## config.mk

```make
export PLATFORM = sky130hd
export DESIGN_NAME = tilt_angle_tracker_flat
export DESIGN_NICKNAME = d
export VERILOG_FILES = /design/src/rtl/tat_pkg.sv /design/src/rtl/tat_sample_if.sv /design/src/rtl/tat_result_if.sv /design/src/rtl/tilt_angle_tracker.sv /design/src/flat_wrapper.sv
export SDC_FILE = /design/constraint.sdc
export NUM_CORES = 2
export LEC_CHECK = 0
export ABC_AREA = 1
export BUFFER_PORTS_ARGS = -buffer_cell sky130_fd_sc_hd__buf_4
export CAP_MARGIN = 25
export CORE_MARGIN = 3
export CORE_UTILIZATION = 40
export CTS_CLUSTER_DIAMETER = 40
export DETAILED_ROUTE_END_ITERATION = 10
export GPL_TIMING_DRIVEN = 0
export PLACE_DENSITY = 0.62
export SETUP_SLACK_MARGIN = 0.15
export SLEW_MARGIN = 20
export SYNTH_ARGS = -nofsm -noshare
export SYNTH_HDL_FRONTEND = slang
export SYNTH_SLANG_ARGS = --single-unit
```

## constraint.sdc

```tcl
create_clock -name clk -period 12.9 [get_ports clk]
set_clock_uncertainty 0.1 [all_clocks]
set_input_delay 1.29 -clock clk [delete_from_list [all_inputs] [get_ports clk]]
set_output_delay 1.29 -clock clk [all_outputs]
set_load 0.01 [all_outputs]
```

## src/rtl/tat_pkg.sv

```systemverilog
// Shared constants and the arctangent table of the tilt angle tracker.
// No dependencies; every other file of the block refers to it by scoped names.
package tat_pkg;

  localparam int SAMPLE_BITS_DEF = 16;
  localparam int TILT_BITS_DEF   = 16;

  localparam int CORDIC_STEPS = 16;

  // Reference reset values, signed with LSB 2^-24 (5.608387 and 8.043009).
  localparam longint REF_RESET_Y = 64'sd94093120;
  localparam longint REF_RESET_Z = 64'sd134939299;

  localparam logic [4:0] SHIFT_RESET = 5'd10;
  localparam logic [4:0] SHIFT_MIN   = 5'd1;
  localparam logic [4:0] SHIFT_MAX   = 5'd16;

  // Width of the rotation datapath; pi/4 equals 2^29 angle units.
  localparam int XW = 64;
  localparam int ZW = 32;

  // atan(2^-i) in units where pi/4 is 2^29.
  function automatic logic [ZW-1:0] atan_unit(input logic [3:0] i);
    logic [ZW-1:0] v;
    case (i)
      4'd0:    v = 32'h2000_0000;
      4'd1:    v = 32'h12E4_051E;
      4'd2:    v = 32'h09FB_385B;
      4'd3:    v = 32'h0511_11D4;
      4'd4:    v = 32'h028B_0D43;
      4'd5:    v = 32'h0145_D7E1;
      4'd6:    v = 32'h00A2_F61E;
      4'd7:    v = 32'h0051_7C55;
      4'd8:    v = 32'h0028_BE53;
      4'd9:    v = 32'h0014_5F2F;
      4'd10:   v = 32'h000A_2F98;
      4'd11:   v = 32'h0005_17CC;
      4'd12:   v = 32'h0002_8BE6;
      4'd13:   v = 32'h0001_45F3;
      4'd14:   v = 32'h0000_A2FA;
      4'd15:   v = 32'h0000_517D;
      default: v = '0;
    endcase
    return v;
  endfunction

endpackage

```

## src/rtl/tat_sample_if.sv

```systemverilog
// Valid/ready channel that carries one Y/Z accelerometer word.
// Depends on tat_pkg for the default sample width.
interface tat_sample_if #(
  parameter int SAMPLE_BITS = tat_pkg::SAMPLE_BITS_DEF
);
  logic                          valid;
  logic                          ready;
  logic signed [SAMPLE_BITS-1:0] accel_y;
  logic signed [SAMPLE_BITS-1:0] accel_z;

  modport source (output valid, output accel_y, output accel_z, input ready);
  modport sink   (input valid, input accel_y, input accel_z, output ready);
endinterface

```

## src/rtl/tat_result_if.sv

```systemverilog
// Valid/ready channel that carries one tilt level word and its clamp flag.
// Depends on tat_pkg for the default level width.
interface tat_result_if #(
  parameter int TILT_BITS = tat_pkg::TILT_BITS_DEF
);
  logic                 valid;
  logic                 ready;
  logic [TILT_BITS-1:0] tilt_level;
  logic                 angle_clamped;

  modport source (output valid, output tilt_level, output angle_clamped, input ready);
  modport sink   (input valid, input tilt_level, input angle_clamped, output ready);
endinterface

```

## src/rtl/tilt_angle_tracker.sv

```systemverilog
// Tilt angle tracker top level: sequencer, shared multiplier, CORDIC, reference update.
// Depends on tat_pkg, tat_sample_if and tat_result_if.

// Each accepted sample word (accel_y, accel_z) is compared with a slowly
// adapting reference vector: the block forms dot = rz*z + ry*y and
// cross = rz*y - ry*z with one shared multiplier (one product a cycle),
// decides the clamp case exactly on those integers, and otherwise
// finds atan2(cross, dot) with a 16-step CORDIC in vectoring mode after a
// normalization pass that shifts by 8 or by 1 bit a cycle. The angle, limited
// to +-pi/4, leaves as an unsigned tilt_level where -pi/4 is 0 and +pi/4 is
// full scale; angle_clamped flags a sample outside that range. After the angle
// is found, each reference component moves toward the sample by
// floor((sample*2^16 - ref) / 2^shift), the shift coming from cfg_wdata
// (values 0 and 17..31 act as 1 and 16). From one accepted sample to the
// earliest acceptance of the next, a clamped or zero sample passes through
// acceptance, the multiplier phase, the decision and the delivery. Any
// other sample also passes through the normalization, one step per shift
// and one exit check, and the sixteen CORDIC iterations of the one shared
// rotation unit, between the decision and the delivery. The block takes one
// sample at a time; a finished result waits in an output register, and the
// next sample is taken while it waits. A result that finds the output
// register still occupied waits in the delivery state until the register
// is free, and the input is not ready meanwhile.
module tilt_angle_tracker #(
  parameter int SAMPLE_BITS = tat_pkg::SAMPLE_BITS_DEF,
  parameter int TILT_BITS   = tat_pkg::TILT_BITS_DEF
) (
  input  logic                 clk,
  input  logic                 rst,
  input  logic                 cfg_we,
  input  logic [4:0]           cfg_wdata,
  tat_sample_if.sink           sample,
  tat_result_if.source         result
);

  // Reference width (LSB 2^-24 at the default width) and the pre-shift that
  // keeps the products inside 64 bits for wide samples.
  localparam int RW = SAMPLE_BITS + 16;
  localparam int PS = (SAMPLE_BITS > 23) ? 2 * SAMPLE_BITS - 47 : 0;
  localparam int AW = RW - PS;
  localparam int PW = AW + SAMPLE_BITS;
  localparam int DW = PW + 1;
  localparam int XW = tat_pkg::XW;
  localparam int ZW = tat_pkg::ZW;

  // Reset values saturated to the range of the reference.
  localparam longint RefLim  = longint'(1) <<< (SAMPLE_BITS + 15);
  localparam longint RefYSat = (tat_pkg::REF_RESET_Y > RefLim - 1) ? RefLim - 1 :
                               tat_pkg::REF_RESET_Y;
  localparam longint RefZSat = (tat_pkg::REF_RESET_Z > RefLim - 1) ? RefLim - 1 :
                               tat_pkg::REF_RESET_Z;
  localparam logic signed [RW-1:0] REF_Y_RST = RW'(RefYSat);
  localparam logic signed [RW-1:0] REF_Z_RST = RW'(RefZSat);

  // Level rounding: the angle unit pi/4 = 2^29 maps to half of full scale.
  localparam int RND = 29 - TILT_BITS;
  localparam int LSH = 30 - TILT_BITS;

  localparam logic [2:0] MUL_LAST = 3'd4;
  localparam logic [3:0] ROT_LAST = 4'(tat_pkg::CORDIC_STEPS - 1);

  typedef enum logic [2:0] {
    S_IDLE,
    S_MUL,
    S_DECIDE,
    S_NORM,
    S_ROT,
    S_FIN
  } state_t;

  state_t state;

  // Sample and reference registers.
  logic signed [SAMPLE_BITS-1:0] sy;
  logic signed [SAMPLE_BITS-1:0] sz;
  logic signed [RW-1:0]          ref_y;
  logic signed [RW-1:0]          ref_z;
  logic [4:0]                    shift_cfg;

  // Product phase.
  logic [2:0]           mul_k;
  logic signed [AW-1:0] ry_s;
  logic signed [AW-1:0] rz_s;
  logic signed [AW-1:0] mul_a;
  logic signed [SAMPLE_BITS-1:0] mul_b;
  logic signed [PW-1:0] prod_comb;
  logic signed [PW-1:0] prod;
  logic signed [DW-1:0] dot;
  logic signed [DW-1:0] crs;

  // Decision.
  logic signed [DW:0] dot_e;
  logic signed [DW:0] cross_e;
  logic signed [DW:0] ncross_e;
  logic               is_zero;
  logic               is_inside;

  // CORDIC.
  logic signed [XW-1:0] x;
  logic signed [XW-1:0] y;
  logic signed [ZW-1:0] zacc;
  logic [3:0]           step;
  logic signed [XW-1:0] dx;
  logic signed [XW-1:0] dy;
  logic signed [ZW-1:0] atan_s;

  // Result held until the angle is final.
  logic                 use_cordic;
  logic [TILT_BITS-1:0] res_level;
  logic                 res_clamped;

  // Level from the CORDIC angle.
  logic signed [32:0]   z_rnd;
  logic signed [32:0]   z_sh;
  logic signed [32:0]   lvl_s;
  logic [TILT_BITS-1:0] cordic_level;

  // Reference update.
  logic [4:0]         shift_eff;
  logic signed [RW:0] diff_y;
  logic signed [RW:0] diff_z;
  logic signed [RW:0] sum_y;
  logic signed [RW:0] sum_z;
  logic signed [RW-1:0] ref_y_next;
  logic signed [RW-1:0] ref_z_next;

  // Output register.
  logic                 out_valid;
  logic [TILT_BITS-1:0] out_level;
  logic                 out_clamped;
  logic                 out_free;

  assign sample.ready         = (state == S_IDLE);
  assign result.valid         = out_valid;
  assign result.tilt_level    = out_level;
  assign result.angle_clamped = out_clamped;
  assign out_free             = !out_valid || result.ready;

  // Shared multiplier: k=0 rz*sz, k=1 ry*sy, k=2 rz*sy, k=3 ry*sz.
  assign ry_s      = AW'(ref_y >>> PS);
  assign rz_s      = AW'(ref_z >>> PS);
  assign mul_a     = (mul_k == 3'd0 || mul_k == 3'd2) ? rz_s : ry_s;
  assign mul_b     = (mul_k == 3'd0 || mul_k == 3'd3) ? sz : sy;
  assign prod_comb = mul_a * mul_b;

  // Exact clamp decision: inside when dot > 0 and |cross| <= dot.
  assign dot_e     = (DW+1)'(dot);
  assign cross_e   = (DW+1)'(crs);
  assign ncross_e  = -cross_e;
  assign is_zero   = (dot == '0) && (crs == '0);
  assign is_inside = (dot_e > 0) && (cross_e <= dot_e) && (ncross_e <= dot_e);

  // One rotation step; arithmetic shifts round toward minus infinity.
  assign dx     = y >>> step;
  assign dy     = x >>> step;
  assign atan_s = signed'(tat_pkg::atan_unit(step));

  assign z_rnd = 33'(zacc) + (33'sd1 <<< RND);
  assign z_sh  = z_rnd >>> LSH;
  assign lvl_s = (33'sd1 <<< (TILT_BITS - 1)) + z_sh;

  always_comb begin
    if (lvl_s < 0) begin
      cordic_level = '0;
    end else if (lvl_s > (33'sd1 <<< TILT_BITS) - 33'sd1) begin
      cordic_level = '1;
    end else begin
      cordic_level = TILT_BITS'(lvl_s);
    end
  end

  // Averaging shift limited to its working range.
  always_comb begin
    if (shift_cfg < tat_pkg::SHIFT_MIN) begin
      shift_eff = tat_pkg::SHIFT_MIN;
    end else if (shift_cfg > tat_pkg::SHIFT_MAX) begin
      shift_eff = tat_pkg::SHIFT_MAX;
    end else begin
      shift_eff = shift_cfg;
    end
  end

  // The sum always lies between the old reference and the sample, but it is
  // saturated to the reference range all the same.
  assign diff_y = ((RW+1)'(sy) <<< 16) - (RW+1)'(ref_y);
  assign diff_z = ((RW+1)'(sz) <<< 16) - (RW+1)'(ref_z);
  assign sum_y  = (RW+1)'(ref_y) + (diff_y >>> shift_eff);
  assign sum_z  = (RW+1)'(ref_z) + (diff_z >>> shift_eff);

  always_comb begin
    if (sum_y[RW] != sum_y[RW-1]) begin
      ref_y_next = sum_y[RW] ? {1'b1, {(RW-1){1'b0}}} : {1'b0, {(RW-1){1'b1}}};
    end else begin
      ref_y_next = RW'(sum_y);
    end
    if (sum_z[RW] != sum_z[RW-1]) begin
      ref_z_next = sum_z[RW] ? {1'b1, {(RW-1){1'b0}}} : {1'b0, {(RW-1){1'b1}}};
    end else begin
      ref_z_next = RW'(sum_z);
    end
  end

  always_ff @(posedge clk) begin
    if (rst) begin
      state     <= S_IDLE;
      ref_y     <= REF_Y_RST;
      ref_z     <= REF_Z_RST;
      shift_cfg <= tat_pkg::SHIFT_RESET;
      out_valid <= 1'b0;
      mul_k     <= '0;
      step      <= '0;
    end else begin
      if (cfg_we) begin
        shift_cfg <= cfg_wdata;
      end
      // In the delivery state the register is refilled instead of cleared.
      if (out_valid && result.ready && (state != S_FIN)) begin
        out_valid <= 1'b0;
      end

      case (state)
        S_IDLE: begin
          if (sample.valid) begin
            sy    <= sample.accel_y;
            sz    <= sample.accel_z;
            mul_k <= '0;
            state <= S_MUL;
          end
        end

        // The product of one cycle is accumulated in the next.
        S_MUL: begin
          prod <= prod_comb;
          case (mul_k)
            3'd1:    dot <= DW'(prod);
            3'd2:    dot <= dot + DW'(prod);
            3'd3:    crs <= DW'(prod);
            3'd4:    crs <= crs - DW'(prod);
            default: ;
          endcase
          if (mul_k == MUL_LAST) begin
            state <= S_DECIDE;
          end
          mul_k <= mul_k + 3'd1;
        end

        S_DECIDE: begin
          x    <= XW'(dot);
          y    <= XW'(crs);
          zacc <= '0;
          step <= '0;
          if (is_zero) begin
            use_cordic  <= 1'b0;
            res_level   <= {1'b1, {(TILT_BITS-1){1'b0}}};
            res_clamped <= 1'b0;
            state       <= S_FIN;
          end else if (is_inside) begin
            use_cordic  <= 1'b1;
            res_clamped <= 1'b0;
            state       <= S_NORM;
          end else begin
            use_cordic  <= 1'b0;
            res_level   <= (crs >= 0) ? '1 : '0;
            res_clamped <= 1'b1;
            state       <= S_FIN;
          end
        end

        // Bring x into [2^59, 2^60); y follows with the same shift.
        S_NORM: begin
          if (x[XW-1:60] != '0) begin
            x <= x >>> 1;
            y <= y >>> 1;
          end else if (x[XW-1:51] == '0) begin
            x <= x <<< 8;
            y <= y <<< 8;
          end else if (x[XW-1:59] == '0) begin
            x <= x <<< 1;
            y <= y <<< 1;
          end else begin
            state <= S_ROT;
          end
        end

        S_ROT: begin
          if (!y[XW-1]) begin
            x    <= x + dx;
            y    <= y - dy;
            zacc <= zacc + atan_s;
          end else begin
            x    <= x - dx;
            y    <= y + dy;
            zacc <= zacc - atan_s;
          end
          if (step == ROT_LAST) begin
            state <= S_FIN;
          end
          step <= step + 4'd1;
        end

        // Deliver the word once the output register is free, then adapt.
        S_FIN: begin
          if (out_free) begin
            out_valid   <= 1'b1;
            out_level   <= use_cordic ? cordic_level : res_level;
            out_clamped <= res_clamped;
            ref_y       <= ref_y_next;
            ref_z       <= ref_z_next;
            state       <= S_IDLE;
          end
        end

        default: state <= S_IDLE;
      endcase
    end
  end

endmodule

```

## src/flat_wrapper.sv

```systemverilog
// flat-port wrapper written by rule: the top's interface ports become plain ports
module tilt_angle_tracker_flat 
#(
  parameter int SAMPLE_BITS = tat_pkg::SAMPLE_BITS_DEF,
  parameter int TILT_BITS   = tat_pkg::TILT_BITS_DEF
)
  (clk, rst, cfg_we, cfg_wdata, sample_valid, sample_accel_y, sample_accel_z, sample_ready, result_valid, result_tilt_level, result_angle_clamped, result_ready);
  tat_sample_if #(.SAMPLE_BITS(SAMPLE_BITS)) sample_i ();
  tat_result_if #(.TILT_BITS(TILT_BITS)) result_i ();
  input  logic clk;
  input  logic rst;
  input  logic cfg_we;
  input  logic [4:0] cfg_wdata;
  input wire logic [$bits(sample_i.valid)-1:0] sample_valid;
  input wire logic [$bits(sample_i.accel_y)-1:0] sample_accel_y;
  input wire logic [$bits(sample_i.accel_z)-1:0] sample_accel_z;
  output wire logic [$bits(sample_i.ready)-1:0] sample_ready;
  output wire logic [$bits(result_i.valid)-1:0] result_valid;
  output wire logic [$bits(result_i.tilt_level)-1:0] result_tilt_level;
  output wire logic [$bits(result_i.angle_clamped)-1:0] result_angle_clamped;
  input wire logic [$bits(result_i.ready)-1:0] result_ready;
  assign sample_i.valid = sample_valid;
  assign sample_i.accel_y = sample_accel_y;
  assign sample_i.accel_z = sample_accel_z;
  assign sample_ready = sample_i.ready;
  assign result_valid = result_i.valid;
  assign result_tilt_level = result_i.tilt_level;
  assign result_angle_clamped = result_i.angle_clamped;
  assign result_i.ready = result_ready;
  tilt_angle_tracker #(.SAMPLE_BITS(SAMPLE_BITS), .TILT_BITS(TILT_BITS)) u_core (.clk(clk), .rst(rst), .cfg_we(cfg_we), .cfg_wdata(cfg_wdata), .sample(sample_i), .result(result_i));
endmodule
```

==> metrics.json <==
{
  "vias": {"value": 89200},
  "timing.critical_path.slowest_cell_delay": {"value": 820, "unit": "ps"},
  "synth_area": {"value": 0.0799, "unit": "mm2"},
  "critical_path.startpoint_type": {"value": "flop"},
  "synthesis_stage_register_bit_count": {"value": 469},
  "maxCapViolations": {"value": 0},
  "relSlewSlack": {"value": 20.0, "unit": "%"},
  "cts_tree": {"value": "yes"},
  "avgSynthCellArea": {"value": 6.49, "unit": "um2"},
  "grt.overflow.total": {"value": 0},
  "number_of_global_route_vias_before_repair": {"value": 85400},
  "hp-class": {"value": "reg -> reg"},
  "clkLatencyLatePin": {"value": 780, "unit": "ps"},
  "synth.area.mux_share": {"value": 0.0752, "unit": "%"},
  "synth_async_sr_flop_share": {"value": 0, "unit": "%"},
  "die_area": {"value": 0.205, "unit": "mm2"},
  "clock_sinks": {"value": 469},
  "dp_hpwl": {"value": 340, "unit": "mm"},
  "hold_violations": {"value": 0},
  "place.gp.congestion": {"value": 1.08},
  "grt_max_degree": {"value": 27},
  "drcViolationCount": {"value": 0},
  "clk_transition_reported_paths": {"value": 60, "unit": "ps"},
  "netlist_instances": {"value": 12300},
  "drt.antenna.violating_nets": {"value": 0},
  "layout_worst_path_cycle_share": {"value": 79.7, "unit": "%"},
  "post_cts.resized_instances": {"value": 0},
  "row_count": {"value": 163},
  "synth_cell_types": {"value": 69},
  "post_place_instance_area": {"value": 0.0842, "unit": "mm2"},
  "maxClockFrequency": {"value": 97.3, "unit": "MHz"},
  "post_synth_and_or_nand_nor_area_fraction": {"value": 31.6, "unit": "%"},
  "core_region_area": {"value": 0.198, "unit": "mm2"},
  "root_buffer": {"value": "sky130_fd_sc_hd__clkbuf_16"},
  "drv_slew": {"value": 0},
  "post-route-util": {"value": 44.3, "unit": "%"},
  "cp_data_arrival_time": {"value": 10720, "unit": "ps"},
  "final_cell_count_no_fill": {"value": 15200},
  "mostFrequentLayoutCells": {"value": "sky130_fd_sc_hd__nand2_1, sky130_fd_sc_hd__inv_1, sky130_fd_sc_hd__nor2_1"},
  "cpMostUsedCell": {"value": "sky130_fd_sc_hd__inv_1"},
  "postRouteWirelength": {"value": 406, "unit": "mm"},
  "layout.nets": {"value": 13600},
  "port-buffer-count": {"value": 59},
  "synth-adder-area-share": {"value": 21.5, "unit": "%"},
  "synth_warnings": {"value": 0},
  "globalRouteTotalUtil": {"value": 38.5, "unit": "%"},
  "ys_seq_area_share": {"value": 16.3, "unit": "%"},
  "chipHeight": {"value": 453, "unit": "um"},
  "htreeDepth": {"value": 3},
  "tightestPinTransition": {"value": 1200, "unit": "ps"},
  "tritoncts.num_buffers": {"value": 95},
  "floorplan.initialDensity": {"value": 40.4, "unit": "%"},
  "synth_compound_gate_area_share": {"value": 15.7, "unit": "%"},
  "hold_buffers": {"value": 0},
  "grt_setup_unrepaired": {"value": "no"},
  "drtPass1Iterations": {"value": 10},
  "main_combinational_cell_family_by_area_after_synthesis": {"value": "simple AND/OR/NAND/NOR gates"},
  "grt_pass1_wl": {"value": 581, "unit": "mm"},
  "mappedNetlistNets": {"value": 13400},
  "area_grow_syn2layout": {"value": 9.71, "unit": "%"},
  "num_io_pins": {"value": 61},
  "synth_enable_flop_cells": {"value": 359},
  "finish.instance_area": {"value": 0.0876, "unit": "mm2"},
  "endpoint_kind": {"value": "flop"},
  "post-cts-setup-buffer-count": {"value": 0},
  "run_status": {"value": "complete, no violations"},
  "dp_cells": {"value": 15000},
  "final.min_clock_period": {"value": 10280, "unit": "ps"},
  "initial_antenna_violation_count": {"value": 13},
  "synthFlopType": {"value": "sky130_fd_sc_hd__edfxtp_1"},
  "worst-endpoint-required": {"value": 13340, "unit": "ps"},
  "post_route_cells_drive_above_1_share": {"value": 5.02, "unit": "%"},
  "synth_xor_xnor_area_share": {"value": 4.29, "unit": "%"},
  "detail_route.iter0.violations": {"value": 11100},
  "timing.final.setup_violations": {"value": 0},
  "maximum_root_to_sink_buffer_count": {"value": 3},
  "wire_per_inst": {"value": 26.7, "unit": "um"},
  "mostFrequentLayoutCell": {"value": "sky130_fd_sc_hd__nand2_1"},
  "die-width": {"value": 453, "unit": "um"},
  "critical_path_class": {"value": "reg -> reg"},
  "crit_path_max_fanout": {"value": 10},
  "vias_per_cell": {"value": 5.86},
  "cp_slowest_cell": {"value": "sky130_fd_sc_hd__o21ai_2"}
}
==> routing by layer <==
layer	up-vias	share of wire (%)	global-route usage (%)
li1	41000	-	-
met1	42200	40	49.2
met2	4894	43	58.9
met3	1126	9.6	7.41
met4	2	8.1	26.0
met5	-	0.0032	0
==> Yosys cell counts (all sizes together) (2+ instances only) <==
cell	number	area share (%)
nand4	102	0.80
a221oi	10	0.11
o31ai	12	0.11
mux2i	6	0.075
o311ai	5	0.055
o221a	2	0.028
xnor2	139	1.5
a31oi	99	0.78
o21ai	884	5.7
a211oi	8	0.075
clkinv	13	0.061
and3	9	0.070
nand3	1271	8.0
nor4b	3	0.033
o2111ai	66	0.72
dfxtp	110	2.8
nor3	138	0.98
a21o	57	0.54
a21oi	857	5.4
o211ai	67	0.63
nand2	2892	14
nor4	58	0.47
and2	14	0.11
a22oi	6	0.056
fa	493	12
nand3b	31	0.29
clkbuf	240	1.1
xor2	252	2.8
a2111oi	2	0.022
or2	86	0.67
o21bai	38	0.37
edfxtp	359	13
o22ai	13	0.10
o21a	58	0.55
nor3b	2	0.019
buf	151	1.1
a21boi	21	0.20
ha	583	9.1
o221ai	16	0.18
a311oi	3	0.033
a41oi	2	0.022
nor2	1350	6.5
inv	1781	8.4
==> worst max-delay path: cells and delay by family (launching register included) <==
kind                     cells  cell delay [ps]
adder cells (fa/ha/maj)      8             3640
buffers and inverters       10             2390
XOR/XNOR                     1              350
flip-flops                   1              440
AO/OA/AOI/OAI                4             2100
AND/OR/NAND/NOR              5             1010
==> path summary, 6_finish.rpt <==
| check | from | end | slack [ps] | depth (start not counted) |
|---|---|---|---|---|
| max | u_core.mul_k[2] | u_core.prod[30] | 2620 | 28 |
| min reg2reg | u_core.res_clamped | u_core.result.angle_clamped | 320 | 0 |
| max reg2reg | u_core.mul_k[2] | u_core.prod[30] | 2620 | 28 |
| min | u_core.res_clamped | u_core.result.angle_clamped | 320 | 0 |
==> layout make-up <==
type                            count  area [um2]
Inverter                         1794        6730
Buffer                            391        1780
Fill cell                       21500      110000
Antenna cell                       13        32.5
Clock buffer                      104        2440
Sequential cell                   469       13000
Timing Repair Buffer               93         990
Tap cell                         2640        3300
Clock inverter                     75         860
Multi-Input combinational cell   9661       58500
==> flip-flops by register name, summed over array words and instances (netlist names), 30 cells and up <==
name	cells
u_core.zacc	32
u_core.prod	48
u_core.atan_s	30
u_core.x	64
u_core.ref_y	32
u_core.crs	49
u_core.y	64
u_core.ref_z	32
u_core.dot	49
==> logic make-up after synthesis <==
logic type,after synthesis
compound gates,2232
xor+xnor,391
fa+ha+maj,1076
buf+inv,2185
flops,469
mux,6
simple gates,5956
==> per-stage QoR <==
stage / setup slack, ps / hold slack [ps] / TNS [ps]
2_1_floorplan: 4120 / 300 / 0
3_3_place_gp: -1270 / 342 / -153790
3_5_place_dp: 2890 / 317 / 0
4_1_cts: 2900 / 329 / 0
5_1_grt: 2320 / 332 / 0
6_report: 2620 / 324 / 0
Power is not shown: default switching activity piles up to over one toggle a cycle in this logic, so the estimate is an artifact.
